[src/hw/rtl/jsu_pkg.sv]
`default_nettype none
package jsu_pkg;

    typedef enum logic [2:0] {
        MODE_IDLE,
        MODE_STR,
        MODE_ESC,
        MODE_HEX1,
        MODE_BSL,
        MODE_U,
        MODE_HEX2
    } jsu_mode_t;

    typedef enum logic [1:0] {
        JOB_RAW,
        JOB_CP,
        JOB_CLOSE,
        JOB_ERR
    } jsu_kind_t;

    typedef struct packed {
        jsu_kind_t   kind;
        logic [20:0] cp;
        logic [3:0]  err;
    } jsu_job_t;

    localparam logic [1:0] ST_DATA   = 2'd0;
    localparam logic [1:0] ST_CLOSED = 2'd1;
    localparam logic [1:0] ST_ERROR  = 2'd2;

    localparam logic [3:0] ERR_NONE       = 4'd0;
    localparam logic [3:0] ERR_NO_QUOTE   = 4'd1;
    localparam logic [3:0] ERR_CONTROL    = 4'd2;
    localparam logic [3:0] ERR_BAD_ESC    = 4'd3;
    localparam logic [3:0] ERR_BAD_HEX    = 4'd4;
    localparam logic [3:0] ERR_LONE_LOW   = 4'd5;
    localparam logic [3:0] ERR_NO_LOW_ESC = 4'd6;
    localparam logic [3:0] ERR_BAD_PAIR   = 4'd7;
    localparam logic [3:0] ERR_NULL       = 4'd8;
    localparam logic [3:0] ERR_UNTERM     = 4'd9;

    localparam logic [7:0] CH_QUOTE = 8'h22;
    localparam logic [7:0] CH_BSL   = 8'h5C;
    localparam logic [7:0] CH_SLASH = 8'h2F;
    localparam logic [7:0] CH_B     = 8'h62;
    localparam logic [7:0] CH_F     = 8'h66;
    localparam logic [7:0] CH_N     = 8'h6E;
    localparam logic [7:0] CH_R     = 8'h72;
    localparam logic [7:0] CH_T     = 8'h74;
    localparam logic [7:0] CH_U     = 8'h75;

    // bit 4 set: not a hex digit
    function automatic logic [4:0] hex_of(input logic [7:0] c);
        logic [4:0] r;
        r = 5'h10;
        if (c >= 8'h30 && c <= 8'h39) r = {1'b0, c[3:0]};
        if (c >= 8'h61 && c <= 8'h66) r = {1'b0, c[3:0] + 4'd9};
        if (c >= 8'h41 && c <= 8'h46) r = {1'b0, c[3:0] + 4'd9};
        return r;
    endfunction

    // index of the last utf-8 byte
    function automatic logic [1:0] utf8_last(input logic [20:0] cp);
        logic [1:0] r;
        if (cp < 21'h80) r = 2'd0;
        else if (cp < 21'h800) r = 2'd1;
        else if (cp < 21'h10000) r = 2'd2;
        else r = 2'd3;
        return r;
    endfunction

    function automatic logic [7:0] utf8_byte(input logic [20:0] cp, input logic [1:0] idx);
        logic [7:0] r;
        case (utf8_last(cp))
            2'd0: r = {1'b0, cp[6:0]};
            2'd1: r = (idx == 2'd0) ? {3'b110, cp[10:6]} : {2'b10, cp[5:0]};
            2'd2:
            begin
                case (idx)
                    2'd0:    r = {4'b1110, cp[15:12]};
                    2'd1:    r = {2'b10, cp[11:6]};
                    default: r = {2'b10, cp[5:0]};
                endcase
            end
            default:
            begin
                case (idx)
                    2'd0:    r = {5'b11110, cp[20:18]};
                    2'd1:    r = {2'b10, cp[17:12]};
                    2'd2:    r = {2'b10, cp[11:6]};
                    default: r = {2'b10, cp[5:0]};
                endcase
            end
        endcase
        return r;
    endfunction

endpackage
`default_nettype wire

[src/hw/rtl/jsu_stream_if.sv]
`default_nettype none
interface jsu_in_if;
    logic       valid;
    logic       ready;
    logic [7:0] in_byte;
    logic       at_end;

    modport source (output valid, output in_byte, output at_end, input ready);
    modport sink (input valid, input in_byte, input at_end, output ready);
endinterface

interface jsu_out_if;
    logic       valid;
    logic       ready;
    logic [7:0] out_byte;
    logic [1:0] status;
    logic [3:0] error_code;
    logic       last_of_run;

    modport source (output valid, output out_byte, output status, output error_code,
                    output last_of_run, input ready);
    modport sink (input valid, input out_byte, input status, input error_code,
                  input last_of_run, output ready);
endinterface
`default_nettype wire

[src/hw/rtl/json_string_unescape_utf8.sv]
// path: a job from an accepted request is queued, then loaded into the output register
// throughput: one request per cycle while the queue has room; a \u escape ending a
//   code point holds the output for each utf-8 byte (up to four), absorbed by the queue
// reset: rst_n asynchronous active low; clears parser state, queue and output valid
`default_nettype none
module json_string_unescape_utf8
    import jsu_pkg::*;
#(
    parameter int QUEUE_DEPTH = 4
)
(
    input  wire logic clk,
    input  wire logic rst_n,
    jsu_in_if.sink    req,
    jsu_out_if.source res
);

    jsu_job_t job;
    jsu_job_t head_job;
    logic     push;
    logic     full;
    logic     pop;
    logic     head_valid;
    logic     accept;

    assign req.ready = !full;
    assign accept    = req.valid && !full;

    jsu_front u_front (
        .clk    (clk),
        .rst_n  (rst_n),
        .accept (accept),
        .c      (req.in_byte),
        .at_end (req.at_end),
        .job    (job),
        .push   (push)
    );

    jsu_queue #(
        .DEPTH (QUEUE_DEPTH)
    ) u_queue (
        .clk        (clk),
        .rst_n      (rst_n),
        .push       (push),
        .push_job   (job),
        .full       (full),
        .pop        (pop),
        .head_valid (head_valid),
        .head_job   (head_job)
    );

    jsu_back u_back (
        .clk        (clk),
        .rst_n      (rst_n),
        .head_valid (head_valid),
        .head_job   (head_job),
        .pop        (pop),
        .res        (res)
    );

endmodule
`default_nettype wire

[src/hw/rtl/jsu_front.sv]
`default_nettype none
module jsu_front
    import jsu_pkg::*;
(
    input  wire logic       clk,
    input  wire logic       rst_n,
    input  wire logic       accept,
    input  wire logic [7:0] c,
    input  wire logic       at_end,
    output jsu_job_t        job,
    output logic            push
);

    jsu_mode_t   mode_reg, mode_next;
    logic [15:0] acc_reg, acc_next;
    logic [1:0]  cnt_reg, cnt_next;
    logic [9:0]  hs_reg, hs_next;
    logic        emit;
    logic [4:0]  d;
    logic [15:0] unit;

    always_ff @(posedge clk or negedge rst_n)
    begin
        if (!rst_n)
        begin
            mode_reg <= MODE_IDLE;
            acc_reg  <= '0;
            cnt_reg  <= '0;
            hs_reg   <= '0;
        end
        else if (accept)
        begin
            mode_reg <= mode_next;
            acc_reg  <= acc_next;
            cnt_reg  <= cnt_next;
            hs_reg   <= hs_next;
        end
    end

    assign push = accept && emit;

    always_comb
    begin
        mode_next = mode_reg;
        acc_next  = acc_reg;
        cnt_next  = cnt_reg;
        hs_next   = hs_reg;
        emit      = 1'b0;
        job.kind  = JOB_ERR;
        job.cp    = '0;
        job.err   = ERR_NONE;
        d         = hex_of(c);
        unit      = {acc_reg[11:0], d[3:0]};

        case (mode_reg)
            MODE_STR:
            begin
                emit = 1'b1;
                if (at_end)
                begin
                    job.err   = ERR_UNTERM;
                    mode_next = MODE_IDLE;
                end
                else if (c == CH_QUOTE)
                begin
                    job.kind  = JOB_CLOSE;
                    mode_next = MODE_IDLE;
                end
                else if (c < 8'h20)
                begin
                    job.err   = ERR_CONTROL;
                    mode_next = MODE_IDLE;
                end
                else if (c == CH_BSL)
                begin
                    emit      = 1'b0;
                    mode_next = MODE_ESC;
                end
                else
                begin
                    job.kind = JOB_RAW;
                    job.cp   = {13'd0, c};
                end
            end
            MODE_ESC:
            begin
                emit      = 1'b1;
                mode_next = MODE_STR;
                job.kind  = JOB_RAW;
                if (at_end)
                begin
                    job.kind  = JOB_ERR;
                    job.err   = ERR_UNTERM;
                    mode_next = MODE_IDLE;
                end
                else
                begin
                    case (c)
                        CH_QUOTE, CH_BSL, CH_SLASH: job.cp = {13'd0, c};
                        CH_B: job.cp = 21'h08;
                        CH_F: job.cp = 21'h0C;
                        CH_N: job.cp = 21'h0A;
                        CH_R: job.cp = 21'h0D;
                        CH_T: job.cp = 21'h09;
                        CH_U:
                        begin
                            emit      = 1'b0;
                            mode_next = MODE_HEX1;
                            acc_next  = '0;
                            cnt_next  = '0;
                        end
                        default:
                        begin
                            job.kind  = JOB_ERR;
                            job.err   = ERR_BAD_ESC;
                            mode_next = MODE_IDLE;
                        end
                    endcase
                end
            end
            MODE_HEX1, MODE_HEX2:
            begin
                if (at_end || d[4])
                begin
                    emit      = 1'b1;
                    job.err   = at_end ? ERR_UNTERM : ERR_BAD_HEX;
                    mode_next = MODE_IDLE;
                end
                else
                begin
                    acc_next = unit;
                    if (cnt_reg != 2'd3)
                    begin
                        cnt_next = cnt_reg + 2'd1;
                    end
                    else
                    begin
                        cnt_next = '0;
                        emit     = 1'b1;
                        if (mode_reg == MODE_HEX1)
                        begin
                            if (unit >= 16'hDC00 && unit <= 16'hDFFF)
                            begin
                                job.err   = ERR_LONE_LOW;
                                mode_next = MODE_IDLE;
                            end
                            else if (unit >= 16'hD800 && unit <= 16'hDBFF)
                            begin
                                emit      = 1'b0;
                                hs_next   = unit[9:0];
                                mode_next = MODE_BSL;
                            end
                            else if (unit == 16'd0)
                            begin
                                job.err   = ERR_NULL;
                                mode_next = MODE_IDLE;
                            end
                            else
                            begin
                                job.kind  = JOB_CP;
                                job.cp    = {5'd0, unit};
                                mode_next = MODE_STR;
                            end
                        end
                        else if (unit < 16'hDC00 || unit > 16'hDFFF)
                        begin
                            job.err   = ERR_BAD_PAIR;
                            mode_next = MODE_IDLE;
                        end
                        else
                        begin
                            job.kind  = JOB_CP;
                            job.cp    = 21'h10000 + {1'b0, hs_reg, unit[9:0]};
                            mode_next = MODE_STR;
                        end
                    end
                end
            end
            MODE_BSL:
            begin
                if (at_end || c != CH_BSL)
                begin
                    emit      = 1'b1;
                    job.err   = ERR_NO_LOW_ESC;
                    mode_next = MODE_IDLE;
                end
                else
                begin
                    mode_next = MODE_U;
                end
            end
            MODE_U:
            begin
                if (at_end || c != CH_U)
                begin
                    emit      = 1'b1;
                    job.err   = ERR_NO_LOW_ESC;
                    mode_next = MODE_IDLE;
                end
                else
                begin
                    mode_next = MODE_HEX2;
                    acc_next  = '0;
                    cnt_next  = '0;
                end
            end
            default:
            begin
                if (!at_end && c == CH_QUOTE)
                begin
                    mode_next = MODE_STR;
                end
                else
                begin
                    emit      = 1'b1;
                    job.err   = ERR_NO_QUOTE;
                    mode_next = MODE_IDLE;
                end
            end
        endcase
    end

endmodule
`default_nettype wire

[src/hw/rtl/jsu_queue.sv]
`default_nettype none
module jsu_queue
    import jsu_pkg::*;
#(
    parameter int DEPTH = 4
)
(
    input  wire logic clk,
    input  wire logic rst_n,
    input  wire logic push,
    input  jsu_job_t  push_job,
    output logic      full,
    input  wire logic pop,
    output logic      head_valid,
    output jsu_job_t  head_job
);

    localparam int PW = (DEPTH > 1) ? $clog2(DEPTH) : 1;
    localparam int CW = $clog2(DEPTH + 1);

    jsu_job_t        slots_reg [DEPTH];
    logic [PW-1:0]   wr_ptr_reg, rd_ptr_reg;
    logic [CW-1:0]   count_reg;
    logic            do_push, do_pop;

    assign full       = (count_reg == CW'(DEPTH));
    assign head_valid = (count_reg != '0);
    assign head_job   = slots_reg[rd_ptr_reg];
    assign do_push    = push && !full;
    assign do_pop     = pop && head_valid;

    always_ff @(posedge clk)
    begin
        if (do_push)
        begin
            slots_reg[wr_ptr_reg] <= push_job;
        end
    end

    always_ff @(posedge clk or negedge rst_n)
    begin
        if (!rst_n)
        begin
            wr_ptr_reg <= '0;
            rd_ptr_reg <= '0;
            count_reg  <= '0;
        end
        else
        begin
            if (do_push)
            begin
                wr_ptr_reg <= (wr_ptr_reg == PW'(DEPTH - 1)) ? '0 : wr_ptr_reg + 1'b1;
            end
            if (do_pop)
            begin
                rd_ptr_reg <= (rd_ptr_reg == PW'(DEPTH - 1)) ? '0 : rd_ptr_reg + 1'b1;
            end
            if (do_push && !do_pop)
            begin
                count_reg <= count_reg + 1'b1;
            end
            else if (do_pop && !do_push)
            begin
                count_reg <= count_reg - 1'b1;
            end
        end
    end

endmodule
`default_nettype wire

[src/hw/rtl/jsu_back.sv]
`default_nettype none
module jsu_back
    import jsu_pkg::*;
(
    input  wire logic  clk,
    input  wire logic  rst_n,
    input  wire logic  head_valid,
    input  jsu_job_t   head_job,
    output logic       pop,
    jsu_out_if.source  res
);

    logic       valid_reg;
    logic [1:0] idx_reg;
    logic [7:0] byte_reg;
    logic [1:0] status_reg;
    logic [3:0] code_reg;
    logic       last_reg;
    logic       load;
    logic [1:0] last_idx;
    logic       is_last;
    logic [7:0] byte_next;
    logic [1:0] status_next;
    logic [3:0] code_next;

    assign load     = head_valid && (!valid_reg || res.ready);
    assign last_idx = (head_job.kind == JOB_CP) ? utf8_last(head_job.cp) : 2'd0;
    assign is_last  = (idx_reg == last_idx);
    assign pop      = load && is_last;

    always_comb
    begin
        byte_next   = '0;
        status_next = ST_DATA;
        code_next   = ERR_NONE;
        case (head_job.kind)
            JOB_RAW:   byte_next = head_job.cp[7:0];
            JOB_CP:    byte_next = utf8_byte(head_job.cp, idx_reg);
            JOB_CLOSE: status_next = ST_CLOSED;
            default:
            begin
                status_next = ST_ERROR;
                code_next   = head_job.err;
            end
        endcase
    end

    always_ff @(posedge clk or negedge rst_n)
    begin
        if (!rst_n)
        begin
            valid_reg <= 1'b0;
            idx_reg   <= '0;
        end
        else
        begin
            if (load)
            begin
                valid_reg <= 1'b1;
                idx_reg   <= is_last ? 2'd0 : idx_reg + 2'd1;
            end
            else if (res.ready)
            begin
                valid_reg <= 1'b0;
            end
        end
    end

    always_ff @(posedge clk)
    begin
        if (load)
        begin
            byte_reg   <= byte_next;
            status_reg <= status_next;
            code_reg   <= code_next;
            last_reg   <= is_last;
        end
    end

    assign res.valid       = valid_reg;
    assign res.out_byte    = byte_reg;
    assign res.status      = status_reg;
    assign res.error_code  = code_reg;
    assign res.last_of_run = last_reg;

endmodule
`default_nettype wire

[src/flat_wrapper.sv]
// flat-port wrapper written by rule: the top's interface ports become plain ports
module json_string_unescape_utf8_flat import jsu_pkg::*;
#(
    parameter int QUEUE_DEPTH = 4
)
  (clk, rst_n, req_valid, req_in_byte, req_at_end, req_ready, res_valid, res_out_byte, res_status, res_error_code, res_last_of_run, res_ready);
  jsu_in_if req_i ();
  jsu_out_if res_i ();
  input  wire logic clk;
  input  wire logic rst_n;
  input wire logic [$bits(req_i.valid)-1:0] req_valid;
  input wire logic [$bits(req_i.in_byte)-1:0] req_in_byte;
  input wire logic [$bits(req_i.at_end)-1:0] req_at_end;
  output wire logic [$bits(req_i.ready)-1:0] req_ready;
  output wire logic [$bits(res_i.valid)-1:0] res_valid;
  output wire logic [$bits(res_i.out_byte)-1:0] res_out_byte;
  output wire logic [$bits(res_i.status)-1:0] res_status;
  output wire logic [$bits(res_i.error_code)-1:0] res_error_code;
  output wire logic [$bits(res_i.last_of_run)-1:0] res_last_of_run;
  input wire logic [$bits(res_i.ready)-1:0] res_ready;
  assign req_i.valid = req_valid;
  assign req_i.in_byte = req_in_byte;
  assign req_i.at_end = req_at_end;
  assign req_ready = req_i.ready;
  assign res_valid = res_i.valid;
  assign res_out_byte = res_i.out_byte;
  assign res_status = res_i.status;
  assign res_error_code = res_i.error_code;
  assign res_last_of_run = res_i.last_of_run;
  assign res_i.ready = res_ready;
  json_string_unescape_utf8 #(.QUEUE_DEPTH(QUEUE_DEPTH)) u_core (.clk(clk), .rst_n(rst_n), .req(req_i), .res(res_i));
endmodule
[config.mk]
export PLATFORM = sky130hd
export DESIGN_NAME = json_string_unescape_utf8_flat
export DESIGN_NICKNAME = d
export VERILOG_FILES = /design/src/hw/rtl/jsu_pkg.sv /design/src/hw/rtl/jsu_stream_if.sv /design/src/hw/rtl/json_string_unescape_utf8.sv /design/src/hw/rtl/jsu_front.sv /design/src/hw/rtl/jsu_queue.sv /design/src/hw/rtl/jsu_back.sv /design/src/flat_wrapper.sv
export SDC_FILE = /design/constraint.sdc
export NUM_CORES = 1
export LEC_CHECK = 0
export BUFFER_PORTS_ARGS = -buffer_cell sky130_fd_sc_hd__buf_2
export CAP_MARGIN = 20
export CORE_MARGIN = 2
export CORE_UTILIZATION = 40
export DETAILED_ROUTE_END_ITERATION = 7
export GPL_TIMING_DRIVEN = 0
export PLACE_DENSITY_LB_ADDON = 0.2
export SLEW_MARGIN = 15
export SYNTH_ARGS = -nofsm -noshare
export SYNTH_HDL_FRONTEND = slang
export SYNTH_SLANG_ARGS = --single-unit
[constraint.sdc]
create_clock -name clk -period 4.2 [get_ports clk]
set_input_delay 1.05 -clock clk [delete_from_list [all_inputs] [get_ports clk]]
set_output_delay 1.05 -clock clk [all_outputs]
set_load 0.01 [all_outputs]
==> summary.md <==
| Metric | Value |
|---|---|
| Status | complete, no violations |
| Max VDD drop | 0.0003337 V |
| Yosys warns | 0 |
| Final number of setup-violating endpoints | 0 |
| # diodes | 0 |
| Slew @ Worst Pin | approximately 950 ps |
| Layout Cells excl Fill | roughly 960 |
| Tmin final | 4052 ps |
| Synthesized instance count | around 630 |
| Clock skew | 8.243 ps |
| Worst-Skew Late Latency | 430 ps |
| Number of global-route vias before repair | 5,401 |
| DR pass1 iterations | 5 |
| CTS tree | built |
| #FFs+latches synth | 160 |
| First-pass GRT wire length | 30,140 um |
| Num CTS Buffers | 17 |
| Placed Cells | slightly above 900 |
| Sequential-to-total area share from yosys stat | 58.17% |
| Critical Path End Type | flip-flop |
| Library cells used by synthesis | 63 |
| Vias | 5,442 |
| Grt ovf | 0 |
| Area grow syn2layout | 14.45% |
| Final ANT Viol Nets | 0 |
| TritonCTS Sinks | 160 |
| Final worst-path setup slack | ~150 ps |
| Leakage Power | roughly 3.3 nW |
| Drt wl/cell | slightly below 20 um |
| Routability cong. | 0.9215 |
| Startpoint class of the critical path | flip-flop |
| Mapped Area | ~7900 um2 |
| Starting Density | 40.80% |
| Hold_buf cts | 0 |
| DPL Wire Length | 13,030 um |
| Fin area | between 9000 and 10,000 um2 |
| Synthesized area per cell | roughly 13 um2 |
| Clk root buf | clkbuf_16 |
| Largest net degree at the start of global routing | 38 |
| Iter 0 DRT Violations | 451 |
| Final #Nets | 716 |
| Fin crit share | between 90% and 100% |
| Most common cell after layout, fill and taps aside | edfxtp_1 |
| Dpl ws | -687.0 ps |
| Die Wd | 144.9 um |
| Syn nets | 661 |
| Final slew viol count | 0 |
| FMAX | 0.2468 GHz |
| Crit path max fanout | 8 |
| Class of the worst hold path | reg2reg |
| Die area | about 21,000 um2 |
| Main synth FF type | edfxtp_1 |
| Largest cells by area after synthesis | edfxtp_1 47%, dfrtp_1 12%, mux4_1 5.0% |
| Initial antenna violation count | 0 |
| Leading area contributor after synthesis | edfxtp_1 |
| Fin. Hold Viols | 0 |
| Cell Area, Placed | 8428 um2 |
| Max reg flops | about 110 |
| Async SR Flop Fraction | a little under a quarter |
| I/O pin total | 30 |
| GRT Total Usage | 18.54% |
| CP Class | reg2reg |
| Max-Cap Viols | 0 |
| Clk slew on worst S/H paths | 70 ps |
| Critical path arrival | 4370 ps |
| Layout cells sized above 1 | roughly 18% |
| Top cell type's share of synthesized area | 46.51% |
| Clk buf depth | 2 |
| Power per cell area | 589.2 nW/um2 |
| H-tree depth | 4 |
| Post-Route WL | 18,690 um |
| Worst EP required | 4510 ps |
| Std-Cell Core Area | 19,460 um2 |
| Commonest non-fill, non-tap cells in the layout | 123 x edfxtp_1, 81 x nand2_1, 37 x dfrtp_1 |
| Drc violations | 0 |
| Vias per inst | 5.657 |
| Post-synth EDFFs | between 100 and 150 |
| I/O Buffers | 28 |
| Slew headroom | 36.63% |
| Cell row count | slightly above 50 |
| Die Y | 144.9 um |
| Fillers | 1,743 |
-- stage by stage --
step / util [%] / power (W) / hold slack [ps] / TNS, ps
floorplan: - / 0.003310 / 453.8 / 0
global placement: 43.23 / 0.003755 / 475.7 / -123390
detailed placement: 43.30 / 0.003786 / 487.0 / -57250
CTS: 46.41 / 0.005344 / 496.6 / 0
global route: 46.70 / 0.005642 / 520.4 / -16.91
finish: 46.70 / 0.005355 / 490.7 / 0
-- cell usage after synthesis, types with 7 or more instances --
master and number:
nand3_1 20, nand4_1 9, nor2_1 35, ha_1 18
a21oi_1 26, mux4_2 12, and2_1 9, a211oi_1 10
a22oi_1 7, clkbuf_1 23, nor3_1 15, o21ai_0 32
mux2_2 14, dfrtp_1 37, and3_1 11, edfxtp_1 123
nand2_1 81, mux4_1 15, inv_1 21, nor2b_1 9
-- routing by layer --
metal  global-route usage (%)  part of all wire [%]  vias up
met1                    25.01                    44     2728
met4                    5.990                   1.5        0
met5                        0                     0        -
li1                         -                     -     2541
met2                    30.45                    49      152
met3                    3.459                   4.9       21
-- where the power goes --
group	internal (W)	switching (W)	leakage, nW
Combinational	0.000727	0.00101	1.40
Sequential	0.00201	0.0000896	1.66
Clock	0.000883	0.000638	0.289
Total	0.00362	0.00173	3.34
-- timing repair --
action | in CTS | in global routing
gates resized for setup | 5 | 4
pin swaps | 1 | 2
buffers inserted | 2 | 5
cloned | 0 | 0
endpoints found under the setup margin | 110 | 5
-- cell families (layout without fill, tap and decap cells) --
family | after synthesis | in the layout | synth area share [%]
XOR/XNOR | 7 | 7 | 0.7720
multiplexers | 42 | 42 | 10.54
flip-flops | 160 | 160 | 58.17
buffers and inverters | 53 | 121 | 2.867
adder cells (fa/ha/maj) | 19 | 19 | 3.088
AND/OR/NAND/NOR | 216 | 216 | 13.36
AO/OA/AOI/OAI | 132 | 132 | 11.20
-- worst paths after layout --
kind | startpoint | end | slack [ps] | cells after the start
hold reg to reg | u_core.u_back.res.valid$_DFFE_PN0P_ | u_core.u_back.res.valid$_DFFE_PN0P_ | 490 | 2
min in group asynchronous | rst_n | u_core.u_back.res.valid$_DFFE_PN0P_ | 780 | 1
setup / recovery | u_core.u_queue.rd_ptr_reg[0]$_DFFE_PN0P_ | u_core.u_queue.count_reg[1]$_DFFE_PN0P_ | 150 | 12
hold / removal | u_core.u_back.res.valid$_DFFE_PN0P_ | u_core.u_back.res.valid$_DFFE_PN0P_ | 490 | 2
max in group asynchronous | rst_n | u_core.u_queue.rd_ptr_reg[0]$_DFFE_PN0P_ | 2840 | 1
setup reg to reg | u_core.u_queue.rd_ptr_reg[0]$_DFFE_PN0P_ | u_core.u_queue.count_reg[1]$_DFFE_PN0P_ | 150 | 12
-- cell type report --
cell class / count / area [um2] / share of cell area [%]
Tap cell: 265 / 331.6 / 3.648
Clock buffer: 17 / 425.4 / 4.681
Sequential cell: 160 / 4619 / 50.83
Inverter: 21 / 78.83 / 0.8673
Timing Repair Buffer: 36 / 197.7 / 2.175
Clock inverter: 15 / 157.7 / 1.735
Buffer: 32 / 157.7 / 1.735
Multi-Input combinational cell: 416 / 3120 / 34.33
-- worst max-delay path, cell delays in order, from the launching register on --
cell and delay [ps]:
dfrtp_1 400, buf_12 150, mux4_1 630, or4_4 470, nor2_4 140, mux2_2 350
or4_2 690, o31ai_4 100, inv_1 90, ha_2 190, inv_1 80, fa_1 390
mux2_2 260
Power figures use the tool's default switching activity.
